--- src/rtl/qte_pkg.sv ---
package qte_pkg;

	// Number of CORDIC rotations, limited by the length of the arctangent table.
	localparam int CORDIC_STAGES = 16;
	localparam int ATAN_LEN      = 24;
	localparam int CORDIC_N      = (CORDIC_STAGES < ATAN_LEN) ? CORDIC_STAGES : ATAN_LEN;

	// Integer square root of a 57-bit radicand, one result bit per step.
	localparam int ISQRT_STEPS = 29;
	localparam int RAD_W       = 57;
	localparam int RES_W       = 58;

	localparam int IDX_W = 5;   // stage index width
	localparam int VW    = 56;  // CORDIC vector width
	localparam int OPW   = 34;  // atan2 operand width
	localparam int SW    = 30;  // clamped sine width

	localparam logic signed [OPW-1:0] UNIT_Q28 = OPW'(64'sd268435456);
	localparam logic signed [16:0] PITCH_MAX   = 17'sd16384;

	typedef struct packed {
		logic signed [VW-1:0] x;
		logic signed [VW-1:0] y;
		logic [31:0]          z;
		logic                 zero;
	} cordic_t;

	typedef struct packed {
		logic [RAD_W-1:0] n;
		logic [RES_W-1:0] r;
	} isqrt_t;

	function automatic logic [31:0] atan_bam(input logic [IDX_W-1:0] i);
		logic [31:0] a;
		case (i)
			5'd0:  a = 32'd536870912;
			5'd1:  a = 32'd316933406;
			5'd2:  a = 32'd167458907;
			5'd3:  a = 32'd85004756;
			5'd4:  a = 32'd42667331;
			5'd5:  a = 32'd21354465;
			5'd6:  a = 32'd10679838;
			5'd7:  a = 32'd5340245;
			5'd8:  a = 32'd2670163;
			5'd9:  a = 32'd1335087;
			5'd10: a = 32'd667544;
			5'd11: a = 32'd333772;
			5'd12: a = 32'd166886;
			5'd13: a = 32'd83443;
			5'd14: a = 32'd41722;
			5'd15: a = 32'd20861;
			5'd16: a = 32'd10430;
			5'd17: a = 32'd5215;
			5'd18: a = 32'd2608;
			5'd19: a = 32'd1304;
			5'd20: a = 32'd652;
			5'd21: a = 32'd326;
			5'd22: a = 32'd163;
			5'd23: a = 32'd81;
			default: a = 32'd0;
		endcase
		return a;
	endfunction

	// Prepares an atan2 operand pair: zero detect, turn by pi for a
	// negative x, and lift by 2^20.
	function automatic cordic_t cordic_init(input logic signed [OPW-1:0] y,
			input logic signed [OPW-1:0] x);
		cordic_t c;
		logic signed [VW-1:0] xe;
		logic signed [VW-1:0] ye;
		xe = VW'(x);
		ye = VW'(y);
		c.zero = (x == '0) && (y == '0);
		c.z = 32'd0;
		if (x < 0) begin
			xe = -xe;
			ye = -ye;
			c.z = 32'h8000_0000;
		end
		c.x = xe <<< 20;
		c.y = ye <<< 20;
		return c;
	endfunction

	// Round a 32-bit binary angle to 16 bits; the wider result keeps +pi.
	function automatic logic signed [16:0] round16(input logic [31:0] z);
		logic signed [32:0] t;
		t = 33'(signed'(z)) + 33'sd32768;
		return t[32:16];
	endfunction

endpackage

--- src/rtl/qte_cordic_cell.sv ---
module qte_cordic_cell import qte_pkg::*; (
	input  logic             clk,
	input  logic             en,
	input  logic [IDX_W-1:0] stage,
	input  cordic_t          d,
	output cordic_t          cell_q
);

	logic signed [VW-1:0] xi, yi, dx, dy;
	cordic_t nxt;

	always_comb begin
		xi = d.x;
		yi = d.y;
		dx = yi >>> stage;
		dy = xi >>> stage;
		nxt = d;
		if (yi >= 0) begin
			nxt.x = xi + dx;
			nxt.y = yi - dy;
			nxt.z = d.z + atan_bam(stage);
		end else begin
			nxt.x = xi - dx;
			nxt.y = yi + dy;
			nxt.z = d.z - atan_bam(stage);
		end
	end

	always_ff @(posedge clk) begin
		if (en) begin
			cell_q <= nxt;
		end
	end

endmodule

--- config.mk ---
export PLATFORM = sky130hd
export DESIGN_NAME = qte_cordic_cell
export DESIGN_NICKNAME = d
export VERILOG_FILES = /design/src/rtl/qte_pkg.sv /design/src/rtl/qte_cordic_cell.sv
export SDC_FILE = /design/constraint.sdc
export NUM_CORES = 1
export LEC_CHECK = 0
export ABC_AREA = 0
export BUFFER_PORTS_ARGS = -buffer_cell sky130_fd_sc_hd__buf_4
export CORE_ASPECT_RATIO = 0.5
export CORE_MARGIN = 10
export CORE_UTILIZATION = 40
export DETAILED_ROUTE_END_ITERATION = 12
export PLACE_DENSITY_LB_ADDON = 0.12
export SYNTH_ARGS = -nofsm -noshare
export SYNTH_HDL_FRONTEND = slang
export SYNTH_SLANG_ARGS = --single-unit
--- constraint.sdc ---
create_clock -name clk -period 9.8 [get_ports clk]
set_clock_uncertainty 0.05 [all_clocks]
set_input_delay 0.98 -clock clk [delete_from_list [all_inputs] [get_ports clk]]
set_output_delay 0.98 -clock clk [all_outputs]
set_load 0.03 [all_outputs]
==> metrics <==
row cnt=65; # clock sinks=145; status=completed; Max transition margin=between 30% and 40%; die height=198 um; TritonCTS clock tree=built; met3 global-route usage=9.47%; WL per Instance=~28 um; pre-CTS worst setup slack=approximately 0.94 ns; routed via count=between 20000 and 25000; DIE WIDTH=between 300 and 400 um; largest registers=cell_q (145); synthesized area=around 25000 sq um; post-synthesis cell type count=107; most frequent cells in the layout=buf_4 (333), nand2_1 (236), nor2_1 (201); fin area=around 29000 sq um; P_leak=approximately 0.011 uW; worst slew pin tran=slightly above 1 ns; post-DP HPWL=83.2 mm; Post-CTS Resized=0; PwrDens=~160 nW/um^2; Fill cells=6192; Core Region=roughly 63000 sq um; Post-CTS Hold Buffers=0; largest net degree at the start of global routing=around 110; post-synthesis simple-gate area fraction=15.6%; critical path type=input pin to flop; Min-Delay Path Class=input pin to flop; CTS Buf Count=17; Cells after Synth=roughly 2800; min setup slack post-route=roughly 1.3 ns; largest family of logic cells by synthesized area=multiplexers; Residual DRC=0; Post-synth ARST share=0%; Final Net Count=approximately 3300; Top reg by flops=cell_q; required time of the critical path=10.01 ns; Syn-to-layout area delta=12.5%; io pins=297; CP startpoint kind=input pin; Fin. Hold Viols=0; Avg Vias per Cell=6.56; Max IR drop VDD=~0.14 mV; Final Max Slew Viols=0; CP Capture Type=flop; Net Count, Synth=between 3000 and 4000; layout cells sized above 1=20.8%; PortBufs=296; warning count from the yosys run=0; Initial Util=between 40% and 50%; grt total ovfl=0; Power Total=roughly 4600 uW; final setup TNS=0 ns; DRT Pass-1 Iters=6; multiplexer share of the synthesized area=roughly a quarter; Fmax=approximately 120 MHz; sequential share of the synthesized area=~17%; Tcrit/Tclk final=slightly below 90%; adder-cell share of the synthesized area=about 8%; gr usage total=27.6%; H-tree levels=4; vias in the first global route=roughly 24000; crit-path max FO=105; Compound-Gate Fraction of Synth Area=21.0%; buffer count from post-CTS setup fixing=0; Worst EP arrival=between 8 and 9 ns; DRT Wirelength=between 100 and 150 mm; Root Driver=clkbuf_16; Final GP Congestion=between 0.9 and 1; Top Usage Layer GRT=met1; number of flops mapped to enable cells by yosys=about 150; DIE AREA=between 70000 and 80000 sq um; fin crit period=8.48 ns; most used flip-flop cell after synthesis=edfxtp_1; met1 Use GR=roughly 40%; antenna violations before repair=9; commonest non-fill, non-tap cell in the layout=buf_4; max FFs per register=about 150; global-route wire length before repair=158 mm; RSZ-0062 raised after global routing=no; final setup vio count=0; Iter 0 DRT Violations=roughly 3700; antenna-violating nets left=0; Worst-path clk slew=~0.07 ns; routing usage on met2=a little under two fifths; Hold WS=about 0.59 ns; Avg Inst Size Synth=between 9 and 10 sq um; register bit total from synthesis=~150; clk buf depth=2; placed cell areas=about 28000 sq um; post-synthesis xor/xnor area fraction=about 8.5%; maxcap violations=0
[cell type report]
type	instances	area [sq um]	share of cell area [%]
flip-flops and latches	145	4350	15.2
clock inverters	15	190	0.665
repair buffers	339	2600	9.09
inverters	71	273	0.954
well taps	837	1050	3.66
multi-input cells	2381	19700	68.9
clock buffers	17	425	1.49
diodes	4	10.0	0.0350
[report_power, final]
part	internal (uW)	switching, uW	total (uW)	leakage [uW]
clock network	387	333	720	0.000300
logic	1100	1800	2900	0.00977
registers	943	53.0	996	0.00142
[cell usage after synthesis (all sizes together), types with 70 or more instances]
cell | n | area share (%)
a21o | 84 | 2.5
a21oi | 187 | 3.7
buf | 99 | 3.0
clkbuf | 86 | 1.3
edfxtp | 145 | 17
ha | 157 | 7.7
inv | 70 | 1.0
mux2i | 139 | 5.5
mux4 | 181 | 17
nand2 | 236 | 3.5
nor2 | 202 | 3.0
nor3 | 76 | 1.6
o21ai | 169 | 3.3
xnor2 | 155 | 5.3
xor2 | 90 | 3.1
[critical path: stages]
cell and delay, ns:
buf_8 0.66, buf_4 0.52, mux4_1 0.67, mux2i_1 0.53
nor2_1 0.11, nor3_1 0.35, ha_1 0.27, nand2_1 0.10
or3_1 0.59, or3b_1 0.47, o21ai_0 0.20, xor2_1 0.32
ha_1 0.39, and2_1 0.19, a221o_1 0.35, o211ai_1 0.19
o211ai_1 0.18, nor3_1 0.22, a21oi_1 0.12, o41ai_1 0.55
o21ai_0 0.25, a31oi_1 0.26, xnor2_1 0.10
[routing by layer]
| layer | vias to the layer above | wire (um) |
|---|---|---|
| met4 | 8 | 2390 |
| met2 | 1398 | 43100 |
| met1 | 12300 | 49000 |
| met3 | 156 | 12100 |
| met5 | - | 174 |
| li1 | 11100 | - |
[final timing paths]
| path | startpoint | end | slack [ns] | cells past startpoint |
|---|---|---|---|---|
| setup / recovery | stage[0] | cell_q[88] | 1.32 | 23 |
| hold / removal | d[0] | cell_q[0] | 0.59 | 1 |
[stage by stage]
stage | utilization [%] | cells
after floorplan | - | 2782
after global placement | 44.4 | 3773
after CTS | 45.4 | 3805
after detailed placement | 44.4 | 3773
final | 45.4 | 3809
after global routing | 45.4 | 3808
[kinds of logic after synthesis]
family,Yosys count
AOI/OAI and AO/OA,802
and+or+nand+nor,802
muxes,371
buffers and inverters,256
xor gates and xnor gates,246
adders and majority gates,160
DFF,145
Note: power is estimated with default switching activity, not from simulation.
