File: config.mk
export PLATFORM = sky130hd
export DESIGN_NAME = qte_isqrt_cell
export DESIGN_NICKNAME = d
export VERILOG_FILES = /design/src/rtl/qte_pkg.sv /design/src/rtl/qte_isqrt_cell.sv
export SDC_FILE = /design/constraint.sdc
export NUM_CORES = 1
export LEC_CHECK = 0
export BUFFER_PORTS_ARGS = -buffer_cell sky130_fd_sc_hd__buf_4
export CAP_MARGIN = 10
export CORE_MARGIN = 3
export CORE_UTILIZATION = 55
export CTS_CLUSTER_SIZE = 12
export DETAILED_ROUTE_END_ITERATION = 8
export PLACE_DENSITY_LB_ADDON = 0.15
export SYNTH_ARGS = -nofsm -noshare
export SYNTH_HDL_FRONTEND = slang
export SYNTH_SLANG_ARGS = --single-unit
export TNS_END_PERCENT = 10
File: constraint.sdc
create_clock -name clk -period 16 [get_ports clk]
set_input_delay 3.2 -clock clk [delete_from_list [all_inputs] [get_ports clk]]
set_output_delay 3.2 -clock clk [all_outputs]
set_load 0.05 [all_outputs]
File: src/rtl/qte_pkg.sv
package qte_pkg;

	// Number of CORDIC rotations, limited by the length of the arctangent table.
	localparam int CORDIC_STAGES = 16;
	localparam int ATAN_LEN      = 24;
	localparam int CORDIC_N      = (CORDIC_STAGES < ATAN_LEN) ? CORDIC_STAGES : ATAN_LEN;

	// Integer square root of a 57-bit radicand, one result bit per step.
	localparam int ISQRT_STEPS = 29;
	localparam int RAD_W       = 57;
	localparam int RES_W       = 58;

	localparam int IDX_W = 5;   // stage index width
	localparam int VW    = 56;  // CORDIC vector width
	localparam int OPW   = 34;  // atan2 operand width
	localparam int SW    = 30;  // clamped sine width

	localparam logic signed [OPW-1:0] UNIT_Q28 = OPW'(64'sd268435456);
	localparam logic signed [16:0] PITCH_MAX   = 17'sd16384;

	typedef struct packed {
		logic signed [VW-1:0] x;
		logic signed [VW-1:0] y;
		logic [31:0]          z;
		logic                 zero;
	} cordic_t;

	typedef struct packed {
		logic [RAD_W-1:0] n;
		logic [RES_W-1:0] r;
	} isqrt_t;

	function automatic logic [31:0] atan_bam(input logic [IDX_W-1:0] i);
		logic [31:0] a;
		case (i)
			5'd0:  a = 32'd536870912;
			5'd1:  a = 32'd316933406;
			5'd2:  a = 32'd167458907;
			5'd3:  a = 32'd85004756;
			5'd4:  a = 32'd42667331;
			5'd5:  a = 32'd21354465;
			5'd6:  a = 32'd10679838;
			5'd7:  a = 32'd5340245;
			5'd8:  a = 32'd2670163;
			5'd9:  a = 32'd1335087;
			5'd10: a = 32'd667544;
			5'd11: a = 32'd333772;
			5'd12: a = 32'd166886;
			5'd13: a = 32'd83443;
			5'd14: a = 32'd41722;
			5'd15: a = 32'd20861;
			5'd16: a = 32'd10430;
			5'd17: a = 32'd5215;
			5'd18: a = 32'd2608;
			5'd19: a = 32'd1304;
			5'd20: a = 32'd652;
			5'd21: a = 32'd326;
			5'd22: a = 32'd163;
			5'd23: a = 32'd81;
			default: a = 32'd0;
		endcase
		return a;
	endfunction

	// Prepares an atan2 operand pair: zero detect, turn by pi for a
	// negative x, and lift by 2^20.
	function automatic cordic_t cordic_init(input logic signed [OPW-1:0] y,
			input logic signed [OPW-1:0] x);
		cordic_t c;
		logic signed [VW-1:0] xe;
		logic signed [VW-1:0] ye;
		xe = VW'(x);
		ye = VW'(y);
		c.zero = (x == '0) && (y == '0);
		c.z = 32'd0;
		if (x < 0) begin
			xe = -xe;
			ye = -ye;
			c.z = 32'h8000_0000;
		end
		c.x = xe <<< 20;
		c.y = ye <<< 20;
		return c;
	endfunction

	// Round a 32-bit binary angle to 16 bits; the wider result keeps +pi.
	function automatic logic signed [16:0] round16(input logic [31:0] z);
		logic signed [32:0] t;
		t = 33'(signed'(z)) + 33'sd32768;
		return t[32:16];
	endfunction

endpackage

File: src/rtl/qte_isqrt_cell.sv
module qte_isqrt_cell import qte_pkg::*; (
	input  logic             clk,
	input  logic             en,
	input  logic [IDX_W-1:0] stage,
	input  isqrt_t           d,
	output isqrt_t           cell_q
);

	logic [5:0] sh;
	logic [RES_W-1:0] bit_v;
	logic [RES_W-1:0] sum;
	isqrt_t nxt;

	always_comb begin
		sh = 6'(2 * (ISQRT_STEPS - 1)) - {stage, 1'b0};
		bit_v = RES_W'(1) << sh;
		sum = d.r + bit_v;
		nxt = d;
		if ({1'b0, d.n} >= sum) begin
			nxt.n = d.n - RAD_W'(sum);
			nxt.r = (d.r >> 1) + bit_v;
		end else begin
			nxt.r = d.r >> 1;
		end
	end

	always_ff @(posedge clk) begin
		if (en) begin
			cell_q <= nxt;
		end
	end

endmodule

==> flow_summary.json, run 1 <==
{
  "status": "finished clean",
  "coreArea_um2": 22300,
  "initial_core_util_pct": 57.01,
  "synth_cells": 1546,
  "diodes": 0,
  "hold_viol": 0,
  "switching_share_pct": 37.44,
  "htree_num_levels": 4,
  "holdPathEnd": "cell_q[69]",
  "ys_ff_latch": 115,
  "post-route-period-util_pct": 67.45,
  "crit_buf_inv": 2,
  "cts-root-buf": "clkbuf_16",
  "synth.largest_area_cell": "edfxtp_1",
  "via_per_inst": 6.271,
  "start_kind": "input pin",
  "synth_cell_types": 95,
  "critPathTopFamily": "compound AO/OA/AOI/OAI gates",
  "power.density_nw_per_um2": 83.18,
  "area.growth.synth_to_final_pct": 18.67,
  "seq_area_frac_synth_pct": 27.17,
  "num_vias": 12650,
  "grt_pass1_vias": 11570,
  "syn_area_per_cell_um2": 8.222,
  "largest_reg_flops": 115,
  "cts_tree": "built",
  "largestRegisters": "cell_q (115)",
  "first_pass_iters": 6,
  "p_sw_uw": 469.8,
  "cts_hold_buffers": 0,
  "grt_max_degree": 96,
  "cp.required_ns": 16.17,
  "route.detailed.drc": 0,
  "ctsResizeCount": 0,
  "yosysMostFrequentCell": "nand2_1",
  "synth.area.top_cells": "edfxtp_1 (27%), ha_1 (9.5%), xnor2_1 (6.8%), nand2_1 (5.8%), xor2_1 (5.7%)",
  "utilization_pct": 67.65,
  "critPathMaxStageDelay_ns": 0.79,
  "rsz0062_at_grt": "no",
  "drt_iter0_markers": 1172,
  "ys_warn_count": 0,
  "wl_um": 40270,
  "fin_nets": 1945,
  "slew_viol_final": 0,
  "cts_setup_buffers": 0,
  "rows": 54,
  "syn_nets": 1766,
  "cp_max_fo": 95,
  "grt_pass1_wl_um": 62050,
  "regMostFlops": "cell_q",
  "slew_headroom_pct": 38.26,
  "vdd_drop_max_v": 0.00006352,
  "worst_slew_pin_slew_ns": 0.9262,
  "synth_area_um2": 12710,
  "synth_common_cells": "nand2_1 (195), o21ai_0 (129), edfxtp_1 (115), nor2_1 (114), xnor2_1 (99)",
  "io_pins": 237,
  "worst_path_most_repeated_cell": "o21ai_0",
  "path_class": "input pin to register",
  "clock_power_share_pct": 33.3,
  "p_seq_share_pct": 30.1,
  "cp.arrival_ns": 10.96,
  "clkTransAtPathRegs_ns": 0.06,
  "ant_nets": 0,
  "synthArstFlopShare_pct": 0,
  "cp-end-kind": "register",
  "drive_above_1_share_pct": 18.02,
  "p_leak_uw": 0.006161,
  "crit_slowest_cell": "buf_4",
  "cts_buffers": 17,
  "synthFlopType": "edfxtp_1",
  "hold_start": "d[69]",
  "min_period_ns": 10.79,
  "clock-sinks": 115,
  "die_y_um": 158.0,
  "power_frac_comb_pct": 36.7,
  "dieArea_um2": 24970,
  "dp_hpwl_um": 31920,
  "grt_overflow_total": 0,
  "maxCapViolCount": 0,
  "place_congestion": 1.100,
  "port_buffers": 236,
  "antenna_found_initial": 1,
  "internal_power_uw": 784.9,
  "clk_path_buf_depth": 2,
  "fin_tns_setup_ns": 0,
  "track_usage_pct": 31.36,
  "setup_viol_count_final": 0,
  "synth-edff-count": 115,
  "hp-class": "input pin to register",
  "holdPathStages": 3,
  "wl_per_cell_um": 19.97,
  "die_w_um": 158.0,
  "max_freq_mhz": 92.65,
  "synth_top_area_share_pct": 27.17
}
==> power groups by stage <==
stage	Combinational, uW	Clock (uW)	Sequential, uW
after floorplan	213	0	484
after CTS	455	420	377
after global routing	493	432	380
after global placement	450	0	383
final	460	418	377
after detailed placement	453	0	382
==> how the worst max path moves through the flow <==
stage | from | end | slack (ns) | depth (start not counted)
6_report | stage[1] | cell_q[81] | 5.21 | 26
5_1_grt | stage[1] | cell_q[81] | 4.68 | 26
4_1_cts | stage[1] | cell_q[81] | 5.34 | 26
3_5_place_dp | stage[1] | cell_q[81] | 4.91 | 26
3_3_place_gp | stage[1] | cell_q[81] | 5.15 | 26
2_1_floorplan | stage[0] | cell_q[96] | 7.15 | 28
==> layer usage <==
metal  vias to the layer above  GRT usage [%]  routed length [um]
met3                        67          5.577                3805
met1                      5817          45.55               18010
met5                         -              0                  11
li1                       6083              -                   -
met2                       680          47.49               17380
met4                         2          10.04                1066
==> worst min-delay path, delay by kind of cell <==
family	cells	cell delay [ns]
AOI/OAI and AO/OA	1	0.05
buffers and inverters	1	0.09
and+or+nand+nor	1	0.04
==> cells by family after synthesis <==
family | after synthesis | share of synthesized area [%]
adder cells (fa/ha/maj) | 102 | 10.03
buffers and inverters | 109 | 3.977
AND/OR/NAND/NOR | 558 | 21.77
multiplexers | 7 | 0.6201
XOR/XNOR | 181 | 12.47
AO/OA/AOI/OAI | 474 | 23.96
flip-flops | 115 | 27.17
==> per-stage QoR <==
step / cells / area [um^2] / total power (uW) / hold slack, ns / setup slack (ns)
after floorplan: 1546 / 12710 / 697.4 / 3.313 / 7.154
after global placement: 1986 / 14470 / 832.7 / 3.491 / 5.152
after detailed placement: 1986 / 14470 / 835.2 / 3.494 / 4.913
after CTS: 2017 / 15080 / 1252 / 3.053 / 5.338
after global routing: 2017 / 15080 / 1305 / 3.065 / 4.684
final: 2017 / 15080 / 1255 / 3.064 / 5.207
==> layout by cell type, fill, tap and decap left out, types with 17 or more instances in the layout <==
cell	n
o21ai_1	19
edfxtp_1	115
a21oi_1	98
nand2_1	195
a21o_1	42
o21ai_0	129
nand2b_1	17
nor3_1	23
inv_1	27
nand3_1	51
ha_1	97
buf_4	239
o21bai_1	18
xor2_1	82
a31oi_1	41
nor2_1	114
clkbuf_16	17
nand4_1	34
xnor2_1	99
and3_1	19
==> final cells by class <==
type | instances | area, um^2
multi-input combinational | 1322 | 8760
sequential | 115 | 3453
timing repair buffer | 239 | 1794
clock buffer | 18 | 429.2
clock inverter | 13 | 185.2
tap | 280 | 350.3
inverter | 30 | 112.6
fill | 1874 | 7212
(Power assumes the default switching activity.)
==> run 2, diff against run 1 <==
clock period = 10.4 ns   (was 16 ns; I/O delays follow)
==> flow_summary.json, run 2 (synthesis gave the netlist of run 1 again) <==
{
  "hold_slack_ns": 1.935,
  "final_cell_mix": "buf_4 (240), nand2_1 (195), o21ai_0 (129)",
  "diodes": 0,
  "cts_setup_buffers": 0,
  "hold_viol": 0,
  "via_per_inst": 6.281,
  "dpl.cell_count": 1988,
  "first_pass_iters": 5,
  "fin_cells": 2019,
  "p_leak_uw": 0.006154,
  "final_common_cell": "buf_4",
  "grt_overflow_total": 0,
  "clkTransAtPathRegs_ns": 0.06,
  "fin_tns_setup_ns": 0,
  "fin_nets": 1947,
  "grt_pass1_vias": 11640,
  "setup_viol_count_final": 0,
  "coreArea_um2": 22300,
  "worst_path_most_repeated_cell": "o21ai_0",
  "hp-class": "input pin to register",
  "grt_max_degree": 87,
  "worst_slew_pin_slew_ns": 1.199,
  "cts-root-buf": "clkbuf_16",
  "ctsResizeCount": 0,
  "cts_buffers": 17,
  "ant_nets": 0,
  "crit_buf_inv": 2,
  "initial_core_util_pct": 57.01,
  "drive_above_1_share_pct": 18.11,
  "die_y_um": 158.0,
  "htree_num_levels": 4,
  "vdd_drop_max_v": 0.0001009,
  "port_buffers": 236,
  "clk_path_buf_depth": 2,
  "n_fill_cell": 1958,
  "cp_max_fo": 35,
  "critPathTopFamily": "compound AO/OA/AOI/OAI gates",
  "area.growth.synth_to_final_pct": 18.53,
  "slew_viol_final": 0,
  "regMostFlops": "cell_q",
  "min_period_ns": 8.814,
  "wl_um": 40720,
  "slew_headroom_pct": 19.03,
  "antenna_found_initial": 1,
  "wl_per_cell_um": 20.17,
  "critPathMaxStageDelay_ns": 0.44,
  "crit_slowest_cell": "a211oi_1",
  "maxCapViolCount": 0,
  "die_w_um": 158.0,
  "io_pins": 237,
  "multiInputGateArea_um2": 8760,
  "cp.arrival_ns": 8.99,
  "drt_iter0_markers": 1341,
  "dp_hpwl_um": 32110,
  "route.detailed.drc": 0,
  "rsz0062_at_grt": "no",
  "clock-sinks": 115,
  "cp.required_ns": 10.58,
  "cp-end-kind": "register",
  "regArea_um2": 3453,
  "largestRegisters": "cell_q (115)",
  "cts_tree": "built",
  "power.density_nw_per_um2": 125.3,
  "dieArea_um2": 24970,
  "post-route-period-util_pct": 84.75,
  "status": "finished clean",
  "grt_pass1_wl_um": 61970,
  "rows": 54,
  "largest_reg_flops": 115,
  "track_usage_pct": 31.43,
  "max_freq_mhz": 113.5,
  "start_kind": "input pin",
  "place_congestion": 0.9741,
  "cts_hold_buffers": 0,
  "path_class": "input pin to register",
  "num_vias": 12680
}
[run 2: metal layers]
metal	wire length, um	global-route usage, %
met2	17740	47.28
met5	20	0
met3	3946	5.413
met4	873	8.931
met1	18130	46.47
[run 2: power breakdown]
group | total [uW] | internal (uW) | switching [uW] | leakage (uW)
combinational | 711 | 244 | 467 | 0.00477
clock | 596 | 350 | 246 | 0.000264
sequential | 580 | 565 | 15.1 | 0.00112
[run 2: through the flow]
step / area, um^2 / power, uW / setup WS (ns) / utilization (%)
6_report: 15070 / 1888 / 1.586 / 67.57
5_1_grt: 15070 / 1966 / 1.152 / 67.57
4_1_cts: 15070 / 1881 / 1.698 / 67.57
3_5_place_dp: 14500 / 1289 / 1.258 / 65.02
3_3_place_gp: 14500 / 1284 / 1.455 / 65.02
2_1_floorplan: 12710 / 1073 / 2.674 / -
[run 2: area by class of cell]
type | count | share of cell area, %
Clock buffer | 18 | 2.849
Clock inverter | 13 | 0.9218
Inverter | 30 | 0.7474
Multi-Input combinational cell | 1322 | 58.14
Sequential cell | 115 | 22.92
Tap cell | 280 | 2.325
Timing Repair Buffer | 241 | 12.09
[run 2: final timing paths]
| kind | startpoint | end | slack [ns] | depth (start not counted) |
|---|---|---|---|---|
| worst max-delay path | stage[1] | cell_q[96] | 1.59 | 26 |
| worst min-delay path | d[76] | cell_q[76] | 1.93 | 3 |
==> run 3, diff against run 2 <==
clock period = 8.3 ns   (was 10.4 ns; I/O delays follow)
==> flow_summary.json, run 3 (synthesis gave the netlist of run 1 again) <==
{
  "status": "finished clean",
  "slew_viol_final": 0,
  "clk_path_buf_depth": 2,
  "rsz0062_at_grt": "no",
  "die_y_um": 158.0,
  "start_kind": "input pin",
  "grt_pass1_vias": 11800,
  "cp-end-kind": "register",
  "vdd_drop_max_v": 0.0001248,
  "cts_hold_buffers": 0,
  "p_total_uw": 2477,
  "hold_viol": 0,
  "crit_slowest_cell": "a2111oi_4",
  "diodes": 0,
  "cts-root-buf": "clkbuf_16",
  "fin_tns_setup_ns": 0,
  "io_pins": 237,
  "regArea_um2": 3453,
  "n_fill_cell": 1857,
  "drive_above_1_share_pct": 19.40,
  "track_usage_pct": 32.51,
  "first_pass_iters": 6,
  "path_class": "input pin to register",
  "initial_core_util_pct": 57.01,
  "p_leak_uw": 0.006339,
  "wl_per_cell_um": 20.54,
  "critPathMaxStageDelay_ns": 0.44,
  "cts_setup_buffers": 0,
  "final_common_cell": "buf_4",
  "hold_start": "d[66]",
  "clkTransAtPathRegs_ns": 0.06,
  "multiInputGateArea_um2": 8760,
  "cts_tree": "built",
  "cp.required_ns": 8.52,
  "grt_pass1_wl_um": 63930,
  "die_w_um": 158.0,
  "cp_max_fo": 29,
  "fin_nets": 1975,
  "power.density_nw_per_um2": 161.2,
  "post-route-period-util_pct": 92.17,
  "maxCapViolCount": 0,
  "place_congestion": 0.9539,
  "wl_um": 42070,
  "port_buffers": 236,
  "setup_viol_count_final": 0,
  "ant_nets": 0,
  "worst_slew_pin_slew_ns": 1.146,
  "drt_iter0_markers": 1296,
  "area.growth.synth_to_final_pct": 20.94,
  "grt_max_degree": 64,
  "cp.arrival_ns": 7.87,
  "regMostFlops": "cell_q",
  "largestRegisters": "cell_q (115)",
  "grt_overflow_total": 0,
  "via_per_inst": 6.324,
  "clock-sinks": 115,
  "slew_headroom_pct": 22.57,
  "max_freq_mhz": 130.7,
  "dp_hpwl_um": 33530,
  "antenna_found_initial": 0,
  "largest_reg_flops": 115,
  "min_period_ns": 7.650,
  "route.detailed.drc": 0,
  "num_vias": 12950,
  "coreArea_um2": 22300,
  "ctsResizeCount": 0,
  "dieArea_um2": 24970,
  "cts_buffers": 17,
  "utilization_pct": 68.95,
  "cp-startpoint": "stage[2]",
  "final_cell_mix": "buf_4 (266), nand2_1 (195), o21ai_0 (129)",
  "htree_num_levels": 4,
  "crit_chain": "buf_4, nand3b_1, nor2_1, ha_1, and2_1, and3_1, a221o_1, a31oi_1, a22oi_1, a31oi_1, o31ai_1, xnor2_1, ha_1, nand4_1, or2_2, a2111oi_4, o2111ai_1, a31o_1, a211oi_2, nand3_4, buf_4, o41ai_2",
  "hp-class": "input pin to register",
  "rows": 54
}
[run 3: cell type report]
cell class,count,area share [%]
Multi-Input combinational cell,1322,56.98
Sequential cell,115,22.46
Timing Repair Buffer,269,13.38
Clock buffer,18,2.792
Tap cell,280,2.279
Clock inverter,14,1.367
Inverter,30,0.7325
[run 3: stage by stage]
stage,instances,setup WS (ns),hold slack [ns],cell area (um^2)
floorplan,1546,0.9942,1.773,12710
global placement,2016,0.4489,1.948,14730
detailed placement,2016,0.3537,1.955,14730
CTS,2048,0.7671,1.508,15370
global route,2048,0.2056,1.517,15370
finish,2048,0.6502,1.520,15370
[run 3: worst paths after layout]
check / depth (start not counted) / to / slack, ns
setup / recovery: 22 / cell_q[103] / 0.65
hold / removal: 3 / cell_q[66] / 1.52
[run 3: metal layers]
layer / part of all wire (%) / vias up / global-route usage, %
met5: 0 / - / 0
met4: 1.8 / 0 / 8.111
met3: 9.3 / 51 / 4.647
met2: 44 / 690 / 49.95
met1: 45 / 6058 / 48.26
li1: - / 6152 / -
[run 3: report_power, final]
group / switching, uW / internal [uW]
Sequential: 19.3 / 708
Combinational: 594 / 318
Clock: 306 / 532
[run 3: critical path: cells and delay by family]
| kind | cells | cell delay [ns] |
|---|---|---|
| fa+ha+maj | 2 | 0.63 |
| compound gates | 10 | 3.10 |
| buf+inv | 2 | 0.49 |
| xor+xnor | 1 | 0.38 |
| simple gates | 7 | 1.62 |
